### src/crc16_packet_deframer_defines.svh
// Assertion macros shared by the crc16 deframer RTL.
// Depends on nothing; every user has clk_i and rst_ni in scope.
`ifndef CRC16_PACKET_DEFRAMER_DEFINES_SVH
`define CRC16_PACKET_DEFRAMER_DEFINES_SVH

// Checked on every rising edge outside reset.
`define CRC16D_ASSERT(label, prop, msg) \
  label: assert property (@(posedge clk_i) disable iff (!rst_ni) (prop)) \
    else $error(msg);

// Checked on every rising edge, reset included.
`define CRC16D_ASSERT_ALWAYS(label, prop, msg) \
  label: assert property (@(posedge clk_i) (prop)) \
    else $error(msg);

`endif

### src/crc16d_pkg.sv
// Shared types, constants and the CRC-16 byte update for the deframer.
// No dependencies.
package crc16d_pkg;

  localparam int unsigned BUFFER_BYTES_DEF = 1024;

  localparam logic [7:0]  SYNC_BYTE = 8'hAA;
  localparam logic [15:0] CRC_POLY  = 16'hA001;
  localparam logic [15:0] CRC_INIT  = 16'hFFFF;
  localparam logic [15:0] MIN_FRAME = 16'd18;

  localparam int unsigned MAX_LEN_W     = 11;
  localparam logic [10:0] MAX_LEN_RESET = 11'd1024;

  // register indexes on the config port
  localparam logic [0:0] REG_MAX_LEN = 1'b0;

  // header offsets
  localparam logic [10:0] OFS_FIRST   = 11'd2;
  localparam logic [10:0] OFS_CODE    = 11'd2;
  localparam logic [10:0] OFS_SEQ     = 11'd3;
  localparam logic [10:0] OFS_IDX_LO  = 11'd12;
  localparam logic [10:0] OFS_IDX_HI  = 11'd13;
  localparam logic [10:0] OFS_LEN_LO  = 11'd14;
  localparam logic [10:0] OFS_LEN_HI  = 11'd15;
  localparam logic [8:0]  OFS_DEST_WD = 9'd1;   // offsets 4..7
  localparam logic [8:0]  OFS_SRC_WD  = 9'd2;   // offsets 8..11

  typedef enum logic [1:0] {
    PH_HUNT,
    PH_SYNC,
    PH_COLLECT,
    PH_DONE
  } phase_e;

  typedef enum logic [1:0] {
    ST_GOOD,
    ST_BAD_LEN,
    ST_BAD_CRC,
    ST_SHORT
  } status_e;

  typedef struct packed {
    logic [15:0] total_len;
    logic [15:0] fragment_index;
    logic [31:0] source_device;
    logic [31:0] dest_device;
    logic [7:0]  frame_seq;
    logic [7:0]  frame_code;
    status_e     frame_status;
    logic        frame_end;
    logic [9:0]  byte_offset;
    logic [7:0]  frame_byte;
  } result_t;

  // reflected CRC-16, one byte, eight fixed shift/xor steps
  function automatic logic [15:0] crc_update(logic [15:0] crc, logic [7:0] b);
    logic [15:0] c;
    c = crc ^ {8'h00, b};
    for (int k = 0; k < 8; k++) begin
      if (c[0]) begin
        c = (c >> 1) ^ CRC_POLY;
      end else begin
        c = c >> 1;
      end
    end
    return c;
  endfunction

endpackage

### src/crc16d_cfg_regs.sv
// APB-style register block holding max_frame_len.
// Depends on crc16d_pkg.
module crc16d_cfg_regs (
  input  logic        clk_i,
  input  logic        rst_ni,
  input  logic        psel,
  input  logic        penable,
  input  logic        pwrite,
  input  logic [2:0]  paddr,
  input  logic [31:0] pwdata,
  output logic [31:0] prdata,
  output logic        pready,
  output logic [crc16d_pkg::MAX_LEN_W-1:0] max_len_o
);
  import crc16d_pkg::*;

  logic [MAX_LEN_W-1:0] max_len_q, max_len_d;
  logic                 sel_max_len;

  assign sel_max_len = (paddr[2] == REG_MAX_LEN);
  assign pready      = 1'b1;

  always_comb begin
    max_len_d = max_len_q;
    if (psel && penable && pwrite && sel_max_len) begin
      max_len_d = pwdata[MAX_LEN_W-1:0];
    end
  end

  always_ff @(posedge clk_i or negedge rst_ni) begin
    if (!rst_ni) begin
      max_len_q <= MAX_LEN_RESET;
    end else begin
      max_len_q <= max_len_d;
    end
  end

  assign prdata    = sel_max_len ? {{(32-MAX_LEN_W){1'b0}}, max_len_q} : 32'h0;
  assign max_len_o = max_len_q;

endmodule

### src/crc16d_parser.sv
// Input register plus the frame parser: sync hunt, header capture, CRC, checks.
// Depends on crc16d_pkg and crc16_packet_deframer_defines.svh.
`include "crc16_packet_deframer_defines.svh"

module crc16d_parser #(
  parameter int unsigned BUFFER_BYTES = crc16d_pkg::BUFFER_BYTES_DEF
) (
  input  logic        clk_i,
  input  logic        rst_ni,
  input  logic        in_valid_i,
  output logic        in_ready_o,
  input  logic [7:0]  in_byte_i,
  input  logic        in_last_i,
  input  logic [crc16d_pkg::MAX_LEN_W-1:0] max_len_i,
  input  logic        res_ready_i,
  output logic        res_valid_o,
  output crc16d_pkg::result_t res_o
);
  import crc16d_pkg::*;

  localparam logic [15:0] BufLen = 16'(BUFFER_BYTES);

  // input register
  logic       in_valid_q;
  logic [7:0] in_byte_q;
  logic       in_last_q;
  logic       advance;

  // frame state
  phase_e      phase_q, phase_d;
  logic [10:0] offset_q, offset_d;
  logic [15:0] crc_q, crc_d;
  logic [15:0] length_q, length_d;
  logic [7:0]  crc_lo_q, crc_lo_d;
  logic [7:0]  code_q, code_d;
  logic [7:0]  seq_q, seq_d;
  logic [31:0] dest_q, dest_d;
  logic [31:0] src_q, src_d;
  logic [15:0] index_q, index_d;

  logic [15:0] limit;
  logic [16:0] len_m2;
  logic        res_valid;
  logic        end_f;
  status_e     status;
  result_t     res;

  assign advance    = in_valid_q && res_ready_i;
  assign in_ready_o = !in_valid_q || res_ready_i;

  always_ff @(posedge clk_i or negedge rst_ni) begin
    if (!rst_ni) begin
      in_valid_q <= 1'b0;
    end else if (in_ready_o) begin
      in_valid_q <= in_valid_i;
    end
  end

  always_ff @(posedge clk_i) begin
    if (in_valid_i && in_ready_o) begin
      in_byte_q <= in_byte_i;
      in_last_q <= in_last_i;
    end
  end

  assign limit  = ({5'b0, max_len_i} < BufLen) ? {5'b0, max_len_i} : BufLen;
  assign len_m2 = {1'b0, length_q} - 17'd2;

  always_comb begin
    phase_d   = phase_q;
    offset_d  = offset_q;
    crc_d     = crc_q;
    length_d  = length_q;
    crc_lo_d  = crc_lo_q;
    code_d    = code_q;
    seq_d     = seq_q;
    dest_d    = dest_q;
    src_d     = src_q;
    index_d   = index_q;
    res_valid = 1'b0;
    end_f     = 1'b0;
    status    = ST_GOOD;
    res       = '0;

    unique case (phase_q)
      PH_HUNT: begin
        if (in_byte_q == SYNC_BYTE) begin
          crc_d   = crc_update(CRC_INIT, in_byte_q);
          phase_d = PH_SYNC;
        end
      end
      PH_SYNC: begin
        if (in_byte_q == SYNC_BYTE) begin
          crc_d    = crc_update(crc_q, in_byte_q);
          offset_d = OFS_FIRST;
          length_d = '0;
          crc_lo_d = '0;
          code_d   = '0;
          seq_d    = '0;
          dest_d   = '0;
          src_d    = '0;
          index_d  = '0;
          phase_d  = PH_COLLECT;
        end else begin
          phase_d = PH_HUNT;
        end
      end
      PH_COLLECT: begin
        res_valid = 1'b1;
        // header capture
        if (offset_q == OFS_CODE) begin
          code_d = in_byte_q;
        end
        if (offset_q == OFS_SEQ) begin
          seq_d = in_byte_q;
        end
        if (offset_q[10:2] == OFS_DEST_WD) begin
          dest_d[8*offset_q[1:0] +: 8] = in_byte_q;
        end
        if (offset_q[10:2] == OFS_SRC_WD) begin
          src_d[8*offset_q[1:0] +: 8] = in_byte_q;
        end
        if (offset_q == OFS_IDX_LO) begin
          index_d = {8'h00, in_byte_q};
        end
        if (offset_q == OFS_IDX_HI) begin
          index_d = {in_byte_q, index_q[7:0]};
        end
        if (offset_q == OFS_LEN_LO) begin
          length_d = {8'h00, in_byte_q};
        end
        if (offset_q == OFS_LEN_HI) begin
          length_d = {in_byte_q, length_q[7:0]};
        end

        priority if (offset_q <= OFS_LEN_HI) begin
          crc_d = crc_update(crc_q, in_byte_q);
          if (offset_q == OFS_LEN_HI && (length_d < MIN_FRAME || length_d > limit)) begin
            end_f  = 1'b1;
            status = ST_BAD_LEN;
          end
        end else if ({6'b0, offset_q} < len_m2) begin
          crc_d = crc_update(crc_q, in_byte_q);
        end else if ({6'b0, offset_q} == len_m2) begin
          crc_lo_d = in_byte_q;
        end else begin
          end_f  = 1'b1;
          status = ({in_byte_q, crc_lo_q} == crc_q) ? ST_GOOD : ST_BAD_CRC;
        end

        if (!end_f && in_last_q) begin
          end_f  = 1'b1;
          status = ST_SHORT;
        end

        res.frame_byte  = in_byte_q;
        res.byte_offset = offset_q[9:0];
        res.frame_end   = end_f;
        if (end_f) begin
          res.frame_status   = status;
          res.frame_code     = code_d;
          res.frame_seq      = seq_d;
          res.dest_device    = dest_d;
          res.source_device  = src_d;
          res.fragment_index = index_d;
          res.total_len      = length_d;
          phase_d = (status == ST_GOOD) ? PH_DONE : PH_HUNT;
        end else begin
          offset_d = offset_q + 11'd1;
        end
      end
      PH_DONE: begin
        // rest of the burst is dropped
      end
      default: begin
        phase_d = PH_HUNT;
      end
    endcase

    if (in_last_q) begin
      phase_d = PH_HUNT;
    end
  end

  always_ff @(posedge clk_i or negedge rst_ni) begin
    if (!rst_ni) begin
      phase_q  <= PH_HUNT;
      offset_q <= '0;
      crc_q    <= CRC_INIT;
      length_q <= '0;
      crc_lo_q <= '0;
      code_q   <= '0;
      seq_q    <= '0;
      dest_q   <= '0;
      src_q    <= '0;
      index_q  <= '0;
    end else if (advance) begin
      phase_q  <= phase_d;
      offset_q <= offset_d;
      crc_q    <= crc_d;
      length_q <= length_d;
      crc_lo_q <= crc_lo_d;
      code_q   <= code_d;
      seq_q    <= seq_d;
      dest_q   <= dest_d;
      src_q    <= src_d;
      index_q  <= index_d;
    end
  end

  assign res_valid_o = advance && res_valid;
  assign res_o       = res;

  `CRC16D_ASSERT(a_collect_offset, (phase_q == PH_COLLECT) |-> (offset_q >= OFS_FIRST),
    "collecting below the first frame offset")
  `CRC16D_ASSERT(a_good_goes_done,
    (advance && res_valid && res.frame_end && res.frame_status == ST_GOOD && !in_last_q)
      |=> (phase_q == PH_DONE),
    "good frame did not park the parser")
  `CRC16D_ASSERT(a_burst_end_hunts, (advance && in_last_q) |=> (phase_q == PH_HUNT),
    "burst end did not return to hunting")

endmodule

### src/crc16d_out_stage.sv
// Result register with a skid entry; ready depends only on registered state.
// Depends on crc16d_pkg and crc16_packet_deframer_defines.svh.
`include "crc16_packet_deframer_defines.svh"

module crc16d_out_stage (
  input  logic                clk_i,
  input  logic                rst_ni,
  input  logic                push_valid_i,
  output logic                push_ready_o,
  input  crc16d_pkg::result_t push_data_i,
  output logic                pop_valid_o,
  input  logic                pop_ready_i,
  output crc16d_pkg::result_t pop_data_o
);
  import crc16d_pkg::*;

  logic    main_v_q, main_v_d;
  logic    skid_v_q, skid_v_d;
  result_t main_q, main_d;
  result_t skid_q, skid_d;
  logic    push, pop;

  assign push_ready_o = !skid_v_q;
  assign push         = push_valid_i && !skid_v_q;
  assign pop          = main_v_q && pop_ready_i;

  always_comb begin
    main_v_d = main_v_q;
    skid_v_d = skid_v_q;
    main_d   = main_q;
    skid_d   = skid_q;
    if (!main_v_q || pop) begin
      if (skid_v_q) begin
        main_d   = skid_q;
        main_v_d = 1'b1;
        skid_d   = push_data_i;
        skid_v_d = push;
      end else begin
        main_d   = push_data_i;
        main_v_d = push;
      end
    end else if (push) begin
      skid_d   = push_data_i;
      skid_v_d = 1'b1;
    end
  end

  always_ff @(posedge clk_i or negedge rst_ni) begin
    if (!rst_ni) begin
      main_v_q <= 1'b0;
      skid_v_q <= 1'b0;
    end else begin
      main_v_q <= main_v_d;
      skid_v_q <= skid_v_d;
    end
  end

  always_ff @(posedge clk_i) begin
    main_q <= main_d;
    skid_q <= skid_d;
  end

  assign pop_valid_o = main_v_q;
  assign pop_data_o  = main_q;

  `CRC16D_ASSERT_ALWAYS(a_skid_needs_main, skid_v_q |-> main_v_q,
    "skid entry held while result register empty")
  `CRC16D_ASSERT(a_held_push_to_skid, (push && main_v_q && !pop) |=> skid_v_q,
    "transaction behind a stalled result was lost")
  `CRC16D_ASSERT(a_drain_empties, (pop && !skid_v_q && !push) |=> !main_v_q,
    "result register still valid after its last transaction left")

endmodule

### src/crc16_packet_deframer.sv
// Top level of the CRC-16 packet deframer: APB register, parser, output stage.
// Depends on crc16d_pkg, crc16d_cfg_regs, crc16d_parser, crc16d_out_stage.
//
// Takes one received byte per transaction on the slave stream (tlast marks the
// end of a receive burst), hunts for two 0xAA sync bytes and then streams out
// every frame byte from offset 2 onward with its offset. The frame is code,
// sequence, 4-byte destination, 4-byte source, 16-bit index, 16-bit little
// endian total length, payload and a CRC-16 (reflected 0xA001, init 0xFFFF,
// low byte first) over all bytes before it, sync bytes included. The last
// result of a candidate has tlast set, its status in tuser (0 good, 1 bad
// length, 2 bad CRC, 3 cut short by the burst end) and the header fields in
// tdata; on other results those fields are zero. Lengths below 18 or above
// min(max_frame_len, BUFFER_BYTES) are rejected at offset 15. A rejected
// candidate resumes the hunt at the next byte; after a good frame the rest of
// the burst is dropped. Throughput is one byte per clock while the output
// stage can take results: the CRC byte update is fixed XOR logic between the
// input register and the parser state, so a byte can enter every such cycle.
// A byte is held in the input register and its result in the result register.
// The result register has a skid entry, so s_axis_tready depends only on
// registered state and the slave side keeps moving while one result waits on
// m_axis_tready. max_frame_len (address 0, 11 bits, reset 1024) is to be
// written by the user only while idle; the block itself does not enforce it.
module crc16_packet_deframer #(
  parameter int unsigned BUFFER_BYTES = crc16d_pkg::BUFFER_BYTES_DEF
) (
  input  logic         clk_i,
  input  logic         rst_ni,
  // received byte stream
  input  logic         s_axis_tvalid,
  output logic         s_axis_tready,
  input  logic [7:0]   s_axis_tdata,   // [7:0] rx_byte
  input  logic         s_axis_tlast,   // burst_end
  // frame byte stream
  output logic         m_axis_tvalid,
  input  logic         m_axis_tready,
  // [7:0] frame_byte, [17:8] byte_offset, [25:18] frame_code,
  // [33:26] frame_seq, [65:34] dest_device, [97:66] source_device,
  // [113:98] fragment_index, [129:114] total_len, [135:130] zero
  output logic [135:0] m_axis_tdata,
  output logic         m_axis_tlast,   // frame_end
  output logic [1:0]   m_axis_tuser,   // [1:0] frame_status
  // configuration
  input  logic         psel,
  input  logic         penable,
  input  logic         pwrite,
  input  logic [2:0]   paddr,
  input  logic [31:0]  pwdata,
  output logic [31:0]  prdata,
  output logic         pready
);
  import crc16d_pkg::*;

  logic [MAX_LEN_W-1:0] max_len;
  logic                 res_valid;
  logic                 res_ready;
  result_t              res;
  result_t              out;

  crc16d_cfg_regs u_cfg (
    .clk_i     (clk_i),
    .rst_ni    (rst_ni),
    .psel      (psel),
    .penable   (penable),
    .pwrite    (pwrite),
    .paddr     (paddr),
    .pwdata    (pwdata),
    .prdata    (prdata),
    .pready    (pready),
    .max_len_o (max_len)
  );

  crc16d_parser #(
    .BUFFER_BYTES (BUFFER_BYTES)
  ) u_parser (
    .clk_i       (clk_i),
    .rst_ni      (rst_ni),
    .in_valid_i  (s_axis_tvalid),
    .in_ready_o  (s_axis_tready),
    .in_byte_i   (s_axis_tdata),
    .in_last_i   (s_axis_tlast),
    .max_len_i   (max_len),
    .res_ready_i (res_ready),
    .res_valid_o (res_valid),
    .res_o       (res)
  );

  crc16d_out_stage u_out (
    .clk_i        (clk_i),
    .rst_ni       (rst_ni),
    .push_valid_i (res_valid),
    .push_ready_o (res_ready),
    .push_data_i  (res),
    .pop_valid_o  (m_axis_tvalid),
    .pop_ready_i  (m_axis_tready),
    .pop_data_o   (out)
  );

  assign m_axis_tdata = {6'b0, out.total_len, out.fragment_index, out.source_device,
                         out.dest_device, out.frame_seq, out.frame_code,
                         out.byte_offset, out.frame_byte};
  assign m_axis_tlast = out.frame_end;
  assign m_axis_tuser = out.frame_status;

endmodule
### config.mk
export PLATFORM = sky130hd
export DESIGN_NAME = crc16_packet_deframer
export DESIGN_NICKNAME = d
export VERILOG_FILES = /design/src/crc16d_pkg.sv /design/src/crc16d_cfg_regs.sv /design/src/crc16d_parser.sv /design/src/crc16d_out_stage.sv /design/src/crc16_packet_deframer.sv
export VERILOG_INCLUDE_DIRS = /design/src /design/src/src
export SDC_FILE = /design/constraint.sdc
export NUM_CORES = 1
export LEC_CHECK = 0
export ABC_AREA = 0
export BUFFER_PORTS_ARGS = -buffer_cell sky130_fd_sc_hd__buf_4
export CORE_MARGIN = 5
export CORE_UTILIZATION = 30
export CTS_BUF_LIST = sky130_fd_sc_hd__clkbuf_16
export DETAILED_ROUTE_END_ITERATION = 8
export GPL_ROUTABILITY_DRIVEN = 0
export PLACE_DENSITY = 0.46
export SLEW_MARGIN = 20
export SYNTH_ARGS = -nofsm -noshare
export SYNTH_HDL_FRONTEND = slang
export SYNTH_SLANG_ARGS = --single-unit
export TNS_END_PERCENT = 10
### constraint.sdc
create_clock -name clk_i -period 19.6 [get_ports clk_i]
set_clock_uncertainty 0.2 [all_clocks]
set_input_delay 3.92 -clock clk_i [delete_from_list [all_inputs] [get_ports clk_i]]
set_output_delay 3.92 -clock clk_i [all_outputs]
set_load 0.05 [all_outputs]
### After elaboration in Yosys (flattened, before gate mapping)

Cells that the tools add are included.

| word-level totals | value |
|---|---|
| bits of input ports | 51 |
| flip-flop bits (word level) | 438 |
| output and inout bits | 174 |
| word-level logic and storage cells | 289 |

| cells by class | value |
|---|---|
| bitwise logic cells | 33 |
| equality and inequality tests | 23 |
| reduce and logical (&&, ||, !) cells | 29 |
| order comparisons | 5 |
| $add $sub $neg | 3 |
| shifts and indexed selects | 2 |
| multiplexer cells | 158 |

Operator list:

| cell | count |
|---|---|
| $mux 16 | 103 |
| $mux 133 | 5 |
| $pmux 32 s2 | 2 |
| $mux 114 | 1 |
| $mux 32 | 3 |
| $not 2->3 | 30 |
| $bwmux 32 | 2 |
| $pmux 16 s2 | 2 |
| $mux 8 | 6 |
| $pmux 16 s3 | 1 |
| $pmux 8 s2 | 3 |
| $eq 11x4->1 const B | 4 |
| $mux 11 | 4 |
| $neg 5->34 | 1 |
| $shift 8x34->32 const A | 1 |
| $shiftx 8x34->32 | 1 |
| $eq 11x2->1 const B | 2 |
| $mux 2 | 11 |
| $pmux 11 s2 | 1 |
| $eq 11x17->1 | 1 |
| $lt 11x17->1 | 1 |
| $sub 16x2->17 const B | 1 |
| $eq 16x16->1 | 1 |
| $gt 16x16->1 | 1 |
| other kinds (29) | 65 |

### Depth between registers and ports, before layout

| depth | value |
|---|---|
| word-level depth | 41 |
| mapped depth | 20 |
| mapped depth without buffers | 16 |

### Hierarchy

A second synthesis with hierarchy kept.

| unflattened totals | value |
|---|---|
| cell total of the unflattened synthesis | 1781 |
| area, all modules | 21169.1 um^2 |

By module, submodules not included:

| module | sequential area each (um^2) | cells an instance | area an instance (um^2) | instances |
|---|---|---|---|---|
| crc16d_parser | 4043.9 | 1291 | 10572.6 | 1 |
| crc16d_out_stage | 8037.7 | 423 | 9828.2 | 1 |
| crc16d_cfg_regs | 276.5 | 60 | 719.4 | 1 |
| crc16_packet_deframer | 0.0 | 7 | 48.8 | 1 |

### Worst setup path after synthesis

Ideal clock, no wire load.

| timing path | value |
|---|---|
| path kind | input to register |
| from | in m_axis_tready |
| to | reg u_out.skid_q[0] (netlist name) (enable) |
| stages on the path | 2 |
| buffers on the path | 0 |
| library setup time | 820 ps |
| arrival time | 17485 ps |
| path slack | 1095 ps |
| cell sequence | nand2b_1 > o31ai_1 |

| on the way | value |
|---|---|
| longest elaborated chain between the ends | 4 |

Ends and longest elaborated chain:

| what | line | source |
|---|---|---|
| start, declared | crc16_packet_deframer.sv:35 | `input logic m_axis_tready,` |
| $logic_and 1x1->1 (*) | crc16d_out_stage.sv:25 | `assign pop = main_v_q && pop_ready_i;` |
| $logic_or 1x1->1 (*) | crc16d_out_stage.sv:32 | `if (!main_v_q \|\| pop) begin` |
| $ne 2x1->1 (no line) or $reduce_bool 2->1 (tied branches) | n/a |  |
| $reduce_and 2->1 (no line) (*) | n/a |  |
| end signal, assigned | crc16d_out_stage.sv:60 | `skid_q <= skid_d;` |
| end, declared | crc16d_out_stage.sv:20 | `result_t skid_q, skid_d;` |

Every way passes the cells marked *; elsewhere a longest branch is shown, timed or not.
A chain may end at the register's enable or synchronous reset.

### Worst setup path in the final report

| timing path | value |
|---|---|
| from | in paddr[2] |
| to | out prdata[4] |

| on the way | value |
|---|---|
| longest elaborated chain between the ends | 1 |

Ends and longest elaborated chain:

| what | line | source |
|---|---|---|
| start, declared | crc16_packet_deframer.sv:46 | `input logic [2:0] paddr,` |
| $mux 11 | crc16d_cfg_regs.sv:38 | `assign prdata = sel_max_len ? {{(32-MAX_LEN_W){1'b0}}, max_len_q} : 32'h0;` |
| end, declared | crc16_packet_deframer.sv:48 | `output logic [31:0] prdata,` |

Every way passes these cells.

==> impl_summary.txt <==
----------------------------------------------------
[Run status]
  Result of the run ... finished, final reports clean

[Worst setup path]
  Element type at the critical path start ... input pin
  Largest fanout of any net on the critical path ... 12
  Class of the most critical setup path ... in2out
  Critical path's most frequent cell ... buf_4
  Crit path buffers/inverters ... 2
  Chain of cells forming the critical path ... buf_4 > nor2b_1 > buf_4
  Largest stage delay on the critical path ... 210 ps
  Cell family with the largest share of critical-path delay ... buffers and inverters
  Cell with the biggest individual delay on the critical path ... buf_4
  Data required time at the worst endpoint ... ~15000 ps
  Worst Path Arrival ... about 4400 ps
  Kind of capture point of the worst setup path ... output pin

[Timing]
  Clock period minus final worst setup slack ... approximately 8500 ps
  Hold Vio Cnt, Final ... 0
  Setup repair after global routing missed its margin ... no
  Worst Max-Slew Pin Slew ... 970 ps
  Final cycle utilization of the critical path ... 0.436
  Total Neg Setup Slack ... 0 ps
  Count of endpoints failing setup in the final report ... 0
  Slew Limit Headroom ... 0.351
  Final Hold Slack ... about 300 ps
  Maximum clock frequency ... ~0.12 GHz
  Number of pins exceeding their max-slew limit in the final report ... 0

[Routing]
  Routed wire length ... approximately 59 mm
  Average routed wire per standard cell ... 19.5 um
  Number of nets with antenna violations after detailed routing ... 0
  DRC marker count from the first detailed-route iteration ... 1301
  Post-route DRC violation count ... 0
  Count of vias placed by the detailed router ... 14851
  Count of TritonRoute iterations in the first routing pass ... 5
  Average via count per standard cell ... approximately 4.9

[Logic synthesis]
  EDFF count, synth ... roughly 280
  Most instantiated flip-flop cell in the synthesis netlist ... edfxtp_1
  Flip-flop and latch count after synthesis ... between 400 and 500
  Total number of yosys warnings ... 0
  Syn avg cell area ... ~11 sq um
  Share of the yosys chip area belonging to registers ... 0.584
  Fraction of synthesized cell area taken by the top area cell type ... 0.390
  Async S/R FF share, synth ... 0.372
  Dominant cell type by area after synthesis ... edfxtp_1
  Post-Synthesis Cells ... 1898
  Top cells by area in the synthesized netlist ... edfxtp_1 (39%), dfrtp_1 (17%), nand2_1 (5.9%), a22o_1 (3.2%), o21ai_0 (3.1%)
  Netlist area before placement ... 0.0212 sq mm
  Number of distinct library cells after synthesis ... 70

[Global routing]
  Global-route wire length before repair ... slightly below 90 mm
  All-Layer GR Usage ... 0.150
  Total congestion overflow ... 0
  Via count of the first global-routing pass ... roughly 14000
  Antenna violations before repair ... 0
  Largest net degree at the start of global routing ... slightly above 90

[Place]
  Half-perimeter wire length after detailed placement ... around 38 mm
  # port buffers ... roughly 170
  Cell count after placement ... a little under 3000

[Power]
  Switching power share of the total ... 0.238
  Clock Power Share ... 0.446
  Fraction of power consumed by combinational cells ... 0.058
  Reported leakage power ... ~9.6 nW
  Int Power ... between 1.5 and 2 mW
  Net switching power figure ... between 0.4 and 0.5 mW
  Pwr Density ... around 81 mW/mm^2
  Register share of total power ... 0.496
  Worst voltage drop across the vdd grid ... ~0.00005 V

[Clocking]
  Clock slew at reported path FFs ... approximately 60 ps
  Clk sink count ... between 400 and 500
  Clock latency at the later pin of the worst-skew pair ... 600 ps
  Clock Tree Buf Depth ... 3
  Post-CTS Setup Bufs ... 0
  Number of CTS-inserted buffers ... 52
  Clock tree from TritonCTS ... done
  Clock root cell ... clkbuf_16
  Number of buffers added to fix hold violations after cts ... 0
  Max H-tree Level ... 2
  Resized Gates After CTS ... 0

[Job]
  Count of max-cap constraint violations ... 0

[Final layout]
  Antenna Cells ... 0
  Most common cell after layout, fill and taps aside ... nand2_1
  Fraction of layout cells with a size suffix above 1 ... 0.185
  FILL cells ... ~7000
  Layout area overhead ... 17.2%
  Fin nets ... 2102
  Commonest cells after routing, fill and taps aside ... nand2_1 (334), edfxtp_1 (275), buf_4 (195)
  Non-filler cells, final ... about 3000

[Floorplanning]
  Initial Util ... 0.302
  Area of the die ... between 0.07 and 0.08 sq mm
  Rows ... 97
  Die Y ... 276 um
  Core area ... roughly 0.07 sq mm
  I/O pin total ... approximately 230
  Overall die width ... approximately 280 um

[Worst hold path]
  Class of the tightest hold or removal check ... reg2reg

----------------------------------------------------
==> tightest hold or removal path, delay by kind of cell, from the launching register on <==
kind	cells	cell delay, ps
DFF	1	380
AOI/OAI and AO/OA	1	70
and+or+nand+nor	1	50
==> routing by layer <==
metal  routed length [um]  track usage  up-vias
met5                    0            0        -
met4                 1280       0.0369        0
met3                 3450       0.0322       82
met2                26900        0.239      385
met1                26800        0.209     7301
li1                     -            -     7083
==> kinds of logic after synthesis <==
logic type      count (synthesis)  synth area share
other cells                     2          0.000355
simple gates                  611             0.123
buf+inv                       196            0.0439
mux                            54            0.0273
fa+ha+maj                      34            0.0201
compound gates                508             0.178
flops                         438             0.584
xor+xnor                       55            0.0228
==> sequential cells by signal, summed over array words and instances (netlist names) <==
name,count
u_parser.offset_q,11
u_parser.index_q,16
u_parser.crc_q,16
u_out.pop_data_o,133
u_parser.src_q,32
u_parser.in_byte_q,8
u_parser.in_valid_q,1
u_parser.in_last_q,1
u_parser.code_q,8
u_parser.length_q,16
u_out.skid_v_q,1
u_out.pop_valid_o,1
u_parser.crc_lo_q,8
u_out.skid_q,133
u_parser.dest_q,32
u_parser.phase_q,2
u_cfg.max_len_o,11
u_parser.seq_q,8
==> through the flow <==
stage               total power [mW]   util  setup WS (ps)  instance area [sq um]
finish                          2.00  0.354          11050                  24800
detailed placement              1.13  0.331          11040                  23200
floorplan                       1.09      -           1090                  21300
global route                    2.09  0.354          11000                  24800
global placement                1.13  0.331          11060                  23200
CTS                             2.04  0.354          11040                  24800
==> final cells by class <==
class | instances | area (sq um) | area share
timing repair buffer | 198 | 1510 | 0.0610
clock buffer | 55 | 1380 | 0.0555
tap | 940 | 1180 | 0.0474
multi-input combinational | 1290 | 8030 | 0.324
inverter | 37 | 139 | 0.00560
sequential | 438 | 12400 | 0.498
clock inverter | 43 | 200 | 0.00807
==> cell usage after synthesis, types with 4 or more instances <==
cell type,count
nor4_1,14
dfstp_2,17
mux2_2,28
nand2_1,335
dfrtp_1,146
and2_1,10
or4_1,5
o22ai_1,10
nand2b_1,4
o31ai_1,73
nor2_1,166
inv_1,37
a21oi_1,29
nor3_1,7
o21ai_0,133
nor3b_1,4
xor2_1,28
nand3b_1,4
buf_4,34
a31oi_1,7
nor2b_1,16
xnor2_1,27
o31ai_2,51
buf_2,17
ha_1,34
or3_1,5
a22o_1,78
mux2i_1,24
o21a_1,66
edfxtp_1,275
nand4_1,6
nand3_1,16
buf_6,6
clkbuf_1,99
a22oi_1,34
==> power by group through the flow <==
| stage | clock (mW) | sequential [mW] | combinational [mW] |
|---|---|---|---|
| finish | 0.893 | 0.994 | 0.115 |
| global route | 0.966 | 0.995 | 0.126 |
| CTS | 0.926 | 0.994 | 0.117 |
| detailed placement | 0 | 1.01 | 0.116 |
| global placement | 0 | 1.01 | 0.115 |
| floorplan | 0 | 1.01 | 0.0828 |
==> worst paths after layout <==
check,start,endpoint,slack [ps],cells past startpoint
min in group asynchronous,rst_ni,u_cfg.max_len_o[5],3020,1
min reg2reg,u_parser.crc_q[11],u_parser.crc_q[11],290,2
max reg2reg,u_parser.offset_q[6],u_out.pop_data_o[46],13030,15
max,paddr[2],prdata[4],11050,3
max in group asynchronous,rst_ni,u_parser.src_q[4],14900,2
min,u_parser.crc_q[11],u_parser.crc_q[11],290,2
Power figures use the tool's default switching activity.
